$ cat src/rtl/core/btr_pkg.sv
// Shared types and constants of the barycentric triangle rasterizer.
package btr_pkg;

    // Request kinds
    localparam logic KIND_LOAD = 1'b0;
    localparam logic KIND_STEP = 1'b1;

    // Vertex slot code that addresses no vertex
    localparam logic [1:0] SLOT_NONE = 2'd3;

    // Decoupling queue between front and back
    localparam int QUEUE_DEPTH = 2;
    localparam int QUEUE_PTR_W = $clog2(QUEUE_DEPTH);
    localparam int QUEUE_CNT_W = $clog2(QUEUE_DEPTH + 1);

    // Parameter defaults
    localparam int DEF_COORD_FRAC_BITS = 4;
    localparam int DEF_WEIGHT_BITS     = 16;
    localparam int DEF_DEPTH_BITS      = 16;

    // One classified request
    typedef struct packed {
        logic               is_step;
        logic [1:0]         slot;
        logic signed [15:0] x;
        logic signed [15:0] y;
        logic [15:0]        z;
    } t_item;

    // Back-end sequencer states
    typedef enum logic [3:0] {
        S_IDLE,
        S_PREP,
        S_SETUP,
        S_EVAL,
        S_WSTART,
        S_WDIV,
        S_DMUL,
        S_DSTART,
        S_DDIV,
        S_OUT
    } t_state;

endpackage

$ cat src/rtl/core/btr_front.sv
// Front end: accepts requests, drops loads to the unused slot, feeds the queue.
module btr_front (
    input  logic                i_clk,
    input  logic                i_rst_n,
    input  logic                i_valid,
    output logic                o_ready,
    input  logic                i_kind,
    input  logic [1:0]          i_vertex_slot,
    input  logic signed [15:0]  i_vert_x,
    input  logic signed [15:0]  i_vert_y,
    input  logic [15:0]         i_vert_z,
    output logic                o_push_valid,
    output btr_pkg::t_item      o_push_item,
    input  logic                i_push_ready
);
    import btr_pkg::*;

    logic  r_valid, n_valid;
    t_item r_item, n_item;
    logic  keep;

    assign o_ready      = !r_valid || i_push_ready;
    assign o_push_valid = r_valid;
    assign o_push_item  = r_item;

    // Classify: steps always go on, loads only to a real slot
    assign keep = (i_kind == KIND_STEP) || (i_vertex_slot != SLOT_NONE);

    always_comb begin
        n_valid = r_valid && !i_push_ready;
        n_item  = r_item;
        if (i_valid && o_ready && keep) begin
            n_valid        = 1'b1;
            n_item.is_step = (i_kind == KIND_STEP);
            n_item.slot    = i_vertex_slot;
            n_item.x       = i_vert_x;
            n_item.y       = i_vert_y;
            n_item.z       = i_vert_z;
        end
    end

    // Hold the staged request
    always_ff @(posedge i_clk) begin
        if (!i_rst_n) begin
            r_valid <= 1'b0;
        end else begin
            r_valid <= n_valid;
        end
        r_item <= n_item;
    end

endmodule

$ cat config.mk
export PLATFORM = sky130hd
export DESIGN_NAME = btr_front
export DESIGN_NICKNAME = d
export VERILOG_FILES = /design/src/rtl/core/btr_pkg.sv /design/src/rtl/core/btr_front.sv
export SDC_FILE = /design/constraint.sdc
export NUM_CORES = 1
export LEC_CHECK = 0
export BUFFER_PORTS_ARGS = -buffer_cell sky130_fd_sc_hd__buf_2
export CAP_MARGIN = 20
export CORE_UTILIZATION = 40
export DETAILED_ROUTE_END_ITERATION = 12
export GPL_TIMING_DRIVEN = 0
export PLACE_DENSITY = 0.75
export SKIP_LAST_GASP = 1
export SLEW_MARGIN = 20
export SYNTH_ARGS = -nofsm -noshare
export SYNTH_HDL_FRONTEND = slang
export SYNTH_SLANG_ARGS = --single-unit
$ cat constraint.sdc
create_clock -name i_clk -period 4.42 [get_ports i_clk]
set_input_delay 0.663 -clock i_clk [delete_from_list [all_inputs] [get_ports i_clk]]
set_output_delay 0.663 -clock i_clk [all_outputs]
set_load 0.02 [all_outputs]
==> reports/results.txt <==
Post-Syn Nets: 112
num rows: 22
Synth Area in Simple Gates: 0.0149
CTS max path bufs: 2
post-route worst setup slack: 2640 ps
GRT Overall Usage: 0.161
Syn Inst Count: 57
Pwr Density: 433 nW/um^2
Vias: 968
Final Util: 0.624
path type of the worst setup path: in2reg
Worst Path Required: 4420 ps
Most used DFF post-synth: edfxtp_1
Area contributors post-synth: edfxtp_1, dfxtp_1, nand2b_4
crit-path cells: buf_2, nand2_1, o21ai_2, nor2b_4, buf_16
DRT antenna net count: 0
multiplexer share of the synthesized area: 0
area of the multi-input gates: 51.3 sq um
register area: 1550 sq um
synth warn: 0
CTS tree: done
post-CTS setup buffers: 0
Yosys reg bits: 52
Peak Freq: 562 MHz
nets: 227
Die ar.: 4240 sq um
vias in the first global route: 990
worst clock skew: 5.70 ps
H-tree Lvls: 2
CTS clock-pin slew for the worst setup and hold paths: 90 ps
Ports: 108
Worst setup EP type: flop
Maximum Capacitance Violations: 0
Ant. Diodes: 0
pin count of the biggest net entering global routing: 27
Vias per Instance: 4.38
Slew Viols, Final: 0
antenna violations before repair: 1
Hold Vio Cnt, Final: 0
count leader, synth: edfxtp_1
filler instances: 300
Core Area: 3740 sq um
Iteration-0 DRC Markers: 49
first-pass GRT wire length: 4.64 mm
Pre-antenna DRT Iters: 2
Post-synth EDFFs: 51
total wire length: 3.17 mm
Die Y: 65.2 microns
RSZ-0062 raised after global routing: false
gr ovfl total: 0
endpoints failing setup: 0
Startpoint Class: input port
complex-gate fraction of the synthesized area: 0.0125
detailed placer's ending HPWL: 2.44 mm
CP max stage delay: 590 ps
CP max-delay cell: nor2b_4
worst skew pair latency: 290 ps
status: completed
leading area contributor after synthesis: edfxtp_1
Post-Syn Area: 1600 sq um
Leak: 1.01 nW
pre-CTS WS: 2280 ps
worst-margin pin slew: 730 ps
PostCTS Resize Cnt: 0
I/O Buffers: 107
Sink Count: 52
setup total negative slack: 0 ps
syn_area_per_cell: 28.0 sq um
clock root buffer: clkbuf_8
synthesis-to-layout area growth: 46.5%
largest family of logic cells by synthesized area: simple AND/OR/NAND/NOR gates
Worst VDD drop: 0.291 mV
synth unique cells: 7
GP Congestion: 0.725
number of CTS-inserted buffers: 5
async set-or-reset flop fraction in the synthesized netlist: 0
fraction of layout cells with a size suffix above 1: 0.688
sequential share of the synthesized area: 0.973
post-synthesis xor/xnor area fraction: 0
Max-slew headroom: 0.512
Starting Density: 0.426
crit path DAT: 1780 ps
classification of the worst-slack hold path: reg2reg
Synth Area in Adders: 0
DRC Markers: 0
crit-path max FO: 26
final period utilization: 0.403
Synth top area share: 0.960
minimum clock period: 1780 ps
Die W: 65.2 microns
post-DR wirelength/cell: 14.4 microns
hold-fix buffer count after cts: 0
## area by class of cell
class	count	area share
clock buffer	5	0.0294
sequential	52	0.664
tap	48	0.0257
timing repair buffer	108	0.241
multi-input combinational	5	0.0219
clock inverter	3	0.0182
## per-layer routing
metal,global-route usage,share of wire
met1,0.154,0.34
met2,0.284,0.54
met3,0.0903,0.11
met4,0.0652,0.0076
met5,0,0.0054
## logic make-up (layout without fill, tap and decap cells)
group	after synthesis	in the layout
AND/OR/NAND/NOR	3	3
AO/OA/AOI/OAI	2	2
buffers and inverters	0	116
flip-flops	52	52
## power breakdown
group / internal [W] / switching [W]
clock network: 0.000168 / 0.000147
registers: 0.000577 / 0.00000780
logic: 0.0000415 / 0.0000694
total: 0.000787 / 0.000225
## final timing paths
check | slack (ps) | start | depth (start not counted) | endpoint
worst max-delay path | 2640 | i_vertex_slot[1] | 5 | o_push_item[35]
worst min-delay path | 510 | o_push_valid | 2 | o_push_valid
worst max register to register | 2810 | o_push_valid | 3 | o_push_item[35]
worst min register to register | 510 | o_push_valid | 2 | o_push_valid
## metrics by stage
stage	std cells	power, W	area (sq um)	hold WS, ps
6_report	221	0.00101	2340	508
3_3_place_gp	212	0.000701	2190	481
5_1_grt	221	0.00105	2340	512
2_1_floorplan	57	0.000650	1600	618
4_1_cts	221	0.00102	2340	509
3_5_place_dp	213	0.000710	2230	493
## cells in the final DEF (no fill, tap or decap)
| cell | count |
|---|---|
| clkinv_1 | 1 |
| clkinv_4 | 1 |
| o21ai_2 | 1 |
| nand2b_4 | 1 |
| bufinv_16 | 1 |
| a21boi_2 | 1 |
| nor2b_4 | 1 |
| buf_2 | 107 |
| clkbuf_8 | 5 |
| edfxtp_1 | 51 |
| buf_16 | 1 |
| nand2_1 | 1 |
| dfxtp_1 | 1 |
## worst max-delay path: cells and delay by family
family	cells	cell delay (ps)
AOI/OAI and AO/OA	1	80
and+or+nand+nor	2	650
buffers and inverters	2	370
## state kept, by name, summed over array words and instances, names as in the netlist
| register | cells |
|---|---|
| o_push_item | 51 |
| o_push_valid | 1 |
Note: power is estimated with default switching activity, not from simulation.
