==> src/rtl/core/btr_pkg.sv <==
// Shared types and constants of the barycentric triangle rasterizer.
package btr_pkg;

    // Request kinds
    localparam logic KIND_LOAD = 1'b0;
    localparam logic KIND_STEP = 1'b1;

    // Vertex slot code that addresses no vertex
    localparam logic [1:0] SLOT_NONE = 2'd3;

    // Decoupling queue between front and back
    localparam int QUEUE_DEPTH = 2;
    localparam int QUEUE_PTR_W = $clog2(QUEUE_DEPTH);
    localparam int QUEUE_CNT_W = $clog2(QUEUE_DEPTH + 1);

    // Parameter defaults
    localparam int DEF_COORD_FRAC_BITS = 4;
    localparam int DEF_WEIGHT_BITS     = 16;
    localparam int DEF_DEPTH_BITS      = 16;

    // One classified request
    typedef struct packed {
        logic               is_step;
        logic [1:0]         slot;
        logic signed [15:0] x;
        logic signed [15:0] y;
        logic [15:0]        z;
    } t_item;

    // Back-end sequencer states
    typedef enum logic [3:0] {
        S_IDLE,
        S_PREP,
        S_SETUP,
        S_EVAL,
        S_WSTART,
        S_WDIV,
        S_DMUL,
        S_DSTART,
        S_DDIV,
        S_OUT
    } t_state;

endpackage

==> src/rtl/core/btr_queue.sv <==
// Short request queue that decouples the front end from the back end.
module btr_queue (
    input  logic            i_clk,
    input  logic            i_rst_n,
    input  logic            i_push_valid,
    input  btr_pkg::t_item  i_push_item,
    output logic            o_push_ready,
    output logic            o_pop_valid,
    output btr_pkg::t_item  o_pop_item,
    input  logic            i_pop_ready
);
    import btr_pkg::*;

    t_item                  r_mem [QUEUE_DEPTH];
    logic [QUEUE_PTR_W-1:0] r_wptr;
    logic [QUEUE_PTR_W-1:0] r_rptr;
    logic [QUEUE_CNT_W-1:0] r_count;
    logic                   push;
    logic                   pop;

    assign o_push_ready = (r_count != QUEUE_CNT_W'(QUEUE_DEPTH));
    assign o_pop_valid  = (r_count != '0);
    assign o_pop_item   = r_mem[r_rptr];
    assign push         = i_push_valid && o_push_ready;
    assign pop          = o_pop_valid && i_pop_ready;

    // Advance pointers and fill count
    always_ff @(posedge i_clk) begin
        if (!i_rst_n) begin
            r_wptr  <= '0;
            r_rptr  <= '0;
            r_count <= '0;
        end else begin
            if (push) begin
                r_wptr <= (r_wptr == QUEUE_PTR_W'(QUEUE_DEPTH - 1)) ? '0 : r_wptr + 1'b1;
            end
            if (pop) begin
                r_rptr <= (r_rptr == QUEUE_PTR_W'(QUEUE_DEPTH - 1)) ? '0 : r_rptr + 1'b1;
            end
            r_count <= r_count + QUEUE_CNT_W'(push) - QUEUE_CNT_W'(pop);
        end
    end

    // Store entries
    always_ff @(posedge i_clk) begin
        if (push) begin
            r_mem[r_wptr] <= i_push_item;
        end
    end

endmodule

==> config.mk <==
export PLATFORM = sky130hd
export DESIGN_NAME = btr_queue
export DESIGN_NICKNAME = d
export VERILOG_FILES = /design/src/rtl/core/btr_pkg.sv /design/src/rtl/core/btr_queue.sv
export SDC_FILE = /design/constraint.sdc
export NUM_CORES = 1
export LEC_CHECK = 0
export BUFFER_PORTS_ARGS = -buffer_cell sky130_fd_sc_hd__buf_4
export CORE_MARGIN = 2
export CORE_UTILIZATION = 52
export CTS_BUF_LIST = sky130_fd_sc_hd__clkbuf_16
export DETAILED_ROUTE_END_ITERATION = 7
export PLACE_DENSITY = 0.83
export SKIP_CTS_REPAIR_TIMING = 1
export SLEW_MARGIN = 20
export SYNTH_ARGS = -nofsm -noshare
export SYNTH_HDL_FRONTEND = slang
export SYNTH_SLANG_ARGS = --single-unit
export TNS_END_PERCENT = 100
==> constraint.sdc <==
create_clock -name i_clk -period 2.8 [get_ports i_clk]
set_input_delay 0.28 -clock i_clk [delete_from_list [all_inputs] [get_ports i_clk]]
set_output_delay 0.28 -clock i_clk [all_outputs]
set_load 0.005 [all_outputs]
==> qor.csv <==
stage,metric,value,unit
run_status,status,finished clean,
critical_path,worstSetupPathType,reg -> out,
die,die-area,8330,µm²
pwr,leakage,1.95,nW
die,chipWidth,91.3,µm
sta,slew_headroom,55.5,%
routing,drtPass1Iterations,4,
job,drv_cap,0,
synth,syn_avg_cell_area,21.1,µm²
synth,synth_area_leaders,"edfxtp_1 (77%), mux2_2 (13%), dfxtp_1 (2.5%)",
sta,fin_crit,2.15,ns
sta,worst_slew_pin_slew,0.668,ns
sta,fmax,464,MHz
synth,syn_inst,188,
final_layout,diodes,0,
routing,antenna_left,0,
critical_path,cpPeakStageDelay,0.75,ns
synth,synth_nets,244,
routing,drc_errors,0,
place,io_buffers,107,
critical_path,path_max_fanout,27,
global_route,grt_max_degree,32,
global_route,antenna_found_initial,0,
synth,yosys_warnings,0,
critical_path,end_kind,output pin,
synth,ys_ff_latch,107,
pwr,power_density,797,nW/µm²
sta,final_hold_viol_count,0,
synth,synth_flop_cell,edfxtp_1,
global_route,grtUsageMet2,28.2,%
min_path,hold_class,in -> reg,
critical_path,crit_required,2.52,ns
die,row_count,31,
routing,wl,6.44,mm
global_route,grt_pass1_vias,2156,
clock_tree,root_buffer,clkbuf_16,
clock_tree,htree_levels,3,
die,dieHeight,91.3,µm
final_layout,final_nets,360,
sta,setup-tns-final,0,ns
critical_path,worst-endpoint-arrival,1.87,ns
global_route,grt_use_met3,3.98,%
clock_tree,clock_latency,0.33,ns
synth,ys_seq_area_share,79.8,%
global_route,grt_use_total,16.1,%
synth,synth_top_area_cell,edfxtp_1,
critical_path,crit_chain,buf_12 -> mux2_2 -> buf_4,
critical_path,start_kind,register,
global_route,grt_pass1_wl,10.1,mm
die,ioPinCount,108,
routing,routedWlPerCell,15.8,µm
pwr,max-vdd-ir-drop,384,µV
global_route,grt_overflow,0,
synth,yosysMostFrequentCell,edfxtp_1,
final_layout,drive_above_1_share,57.3,%
clock_tree,cts.sinks,107,
synth,synth_edf_count,102,
clock_tree,clk_pin_slew_worst_paths,0.07,ns
routing,vias,2066,
clock_tree,clockBufferDepth,2,
global_route,busiest_layer,met2,
sta,setup_viol,0,
clock_tree,numCtsBuffers,9,
routing,routed_via_density,5.06,
sta,fin_crit_sh,76.9,%
place,place_ws,0.802,ns
final_layout,area_growth,30.9,%
synth,synth_top_area_share,77.3,%
sta,skew,0.00754,ns
synth,syn-cell-area,3960,µm²
die,start_util,54.0,%
critical_path,slowest_stage,dfxtp_2,
sta,rsz0062_at_grt,no,
sta,setup_ws,0.647,ns
synth,synth_cell_types,25,
global_route,met1_usage,18.7,%
die,core_area,7330,µm²
routing,drtIter0Drc,70,
synth,ys_async_sr_fraction,0,%
place,place_congestion,0.724,
clock_tree,cts_tree,yes,
place,place_hpwl,4.37,mm
synth,synth.top_cells.by_count,"edfxtp_1 (102), mux2_2 (46), buf_6 (5), dfxtp_1 (5), mux2_1 (5)",
sta,drv_slew,0,
==> layout by cell type (no fill, tap or decap) <==
cell type / Yosys / layout
buf_4: 0 / 109
and2_1: 3 / 3
mux2_1: 5 / 5
buf_12: 0 / 2
bufinv_16: 0 / 1
nor2b_1: 1 / 1
edfxtp_1: 102 / 102
or2_2: 1 / 1
nand3_1: 1 / 1
clkinv_4: 0 / 2
nor2_1: 2 / 2
and3_2: 0 / 1
mux2_2: 46 / 46
nand3b_1: 1 / 1
inv_2: 0 / 1
dfxtp_1: 5 / 4
xnor2_1: 1 / 1
a211oi_1: 1 / 1
mux2i_1: 1 / 1
nand2b_1: 2 / 2
clkbuf_16: 0 / 9
o21ai_0: 1 / 1
a21boi_1: 1 / 1
clkinv_2: 0 / 2
o21ai_1: 1 / 1
inv_6: 0 / 2
dfxtp_2: 0 / 1
a32oi_1: 1 / 1
a21bo_1: 2 / 2
ha_1: 1 / 1
nand2_1: 1 / 1
==> kinds of logic (layout without fill, tap and decap cells) <==
logic type                 Yosys count  count (layout)  synth area share (%)
DFF                                107             107                  79.8
muxes                               52              52                  14.8
and+or+nand+nor                     13              13                  1.86
AOI/OAI and AO/OA                    7               7                  1.36
buffers and inverters                7             128                  1.64
adders and majority gates            1               1                 0.316
xor gates and xnor gates             1               1                 0.221
==> flip-flops by register name (all words and copies together), names as in the netlist, named ones only <==
| signal | flops |
|---|---|
| r_wptr | 1 |
| r_mem | 102 |
| r_rptr | 1 |
| r_count | 2 |
==> worst paths after layout <==
check	slack, ns	to	depth (start not counted)	startpoint
hold / removal	0.13	r_mem[0][20]	1	i_push_item[20]
setup reg to reg	0.82	r_mem[1][38]	3	r_count[0]
setup / recovery	0.65	o_pop_item[34]	3	register
hold reg to reg	0.59	r_wptr	2	r_wptr
==> through the flow <==
step	power (mW)	cell area [µm²]	cells	util [%]	hold slack [ns]
after global routing	4.30	5180	408	70.7	0.120
after global placement	2.92	4880	392	66.6	0.465
after floorplan	2.50	3960	188	-	0.379
after CTS	4.17	5180	408	70.7	0.116
final	4.13	5180	408	70.7	0.126
after detailed placement	2.95	4880	392	66.6	0.468
==> where the power goes <==
group / switching [mW] / total, mW / internal (mW)
Sequential: 0.0936 / 2.04 / 1.95
Combinational: 0.329 / 0.858 / 0.529
Clock: 0.534 / 1.23 / 0.699
==> worst max-delay path: cells and delay by family, from the launching register on <==
family	cells	cell delay (ns)
buf+inv	2	0.41
flops	1	0.75
mux	1	0.37
==> cell type report <==
type / count / area (µm²)
clock buffers: 9 / 225
clock inverters: 7 / 75.1
fillers: 483 / 2150
inverters: 1 / 3.75
multi-input cells: 74 / 734
flip-flops and latches: 107 / 3160
well taps: 99 / 124
repair buffers: 111 / 858
==> metal layers <==
metal  vias to the layer above  routed length (µm)
met5                         -                   0
met4                         0                  85
met3                         9                 386
met2                        77                3500
met1                      1008                2470
li1                        972                   -
No activity file was read; power rests on OpenSTA's default activity.
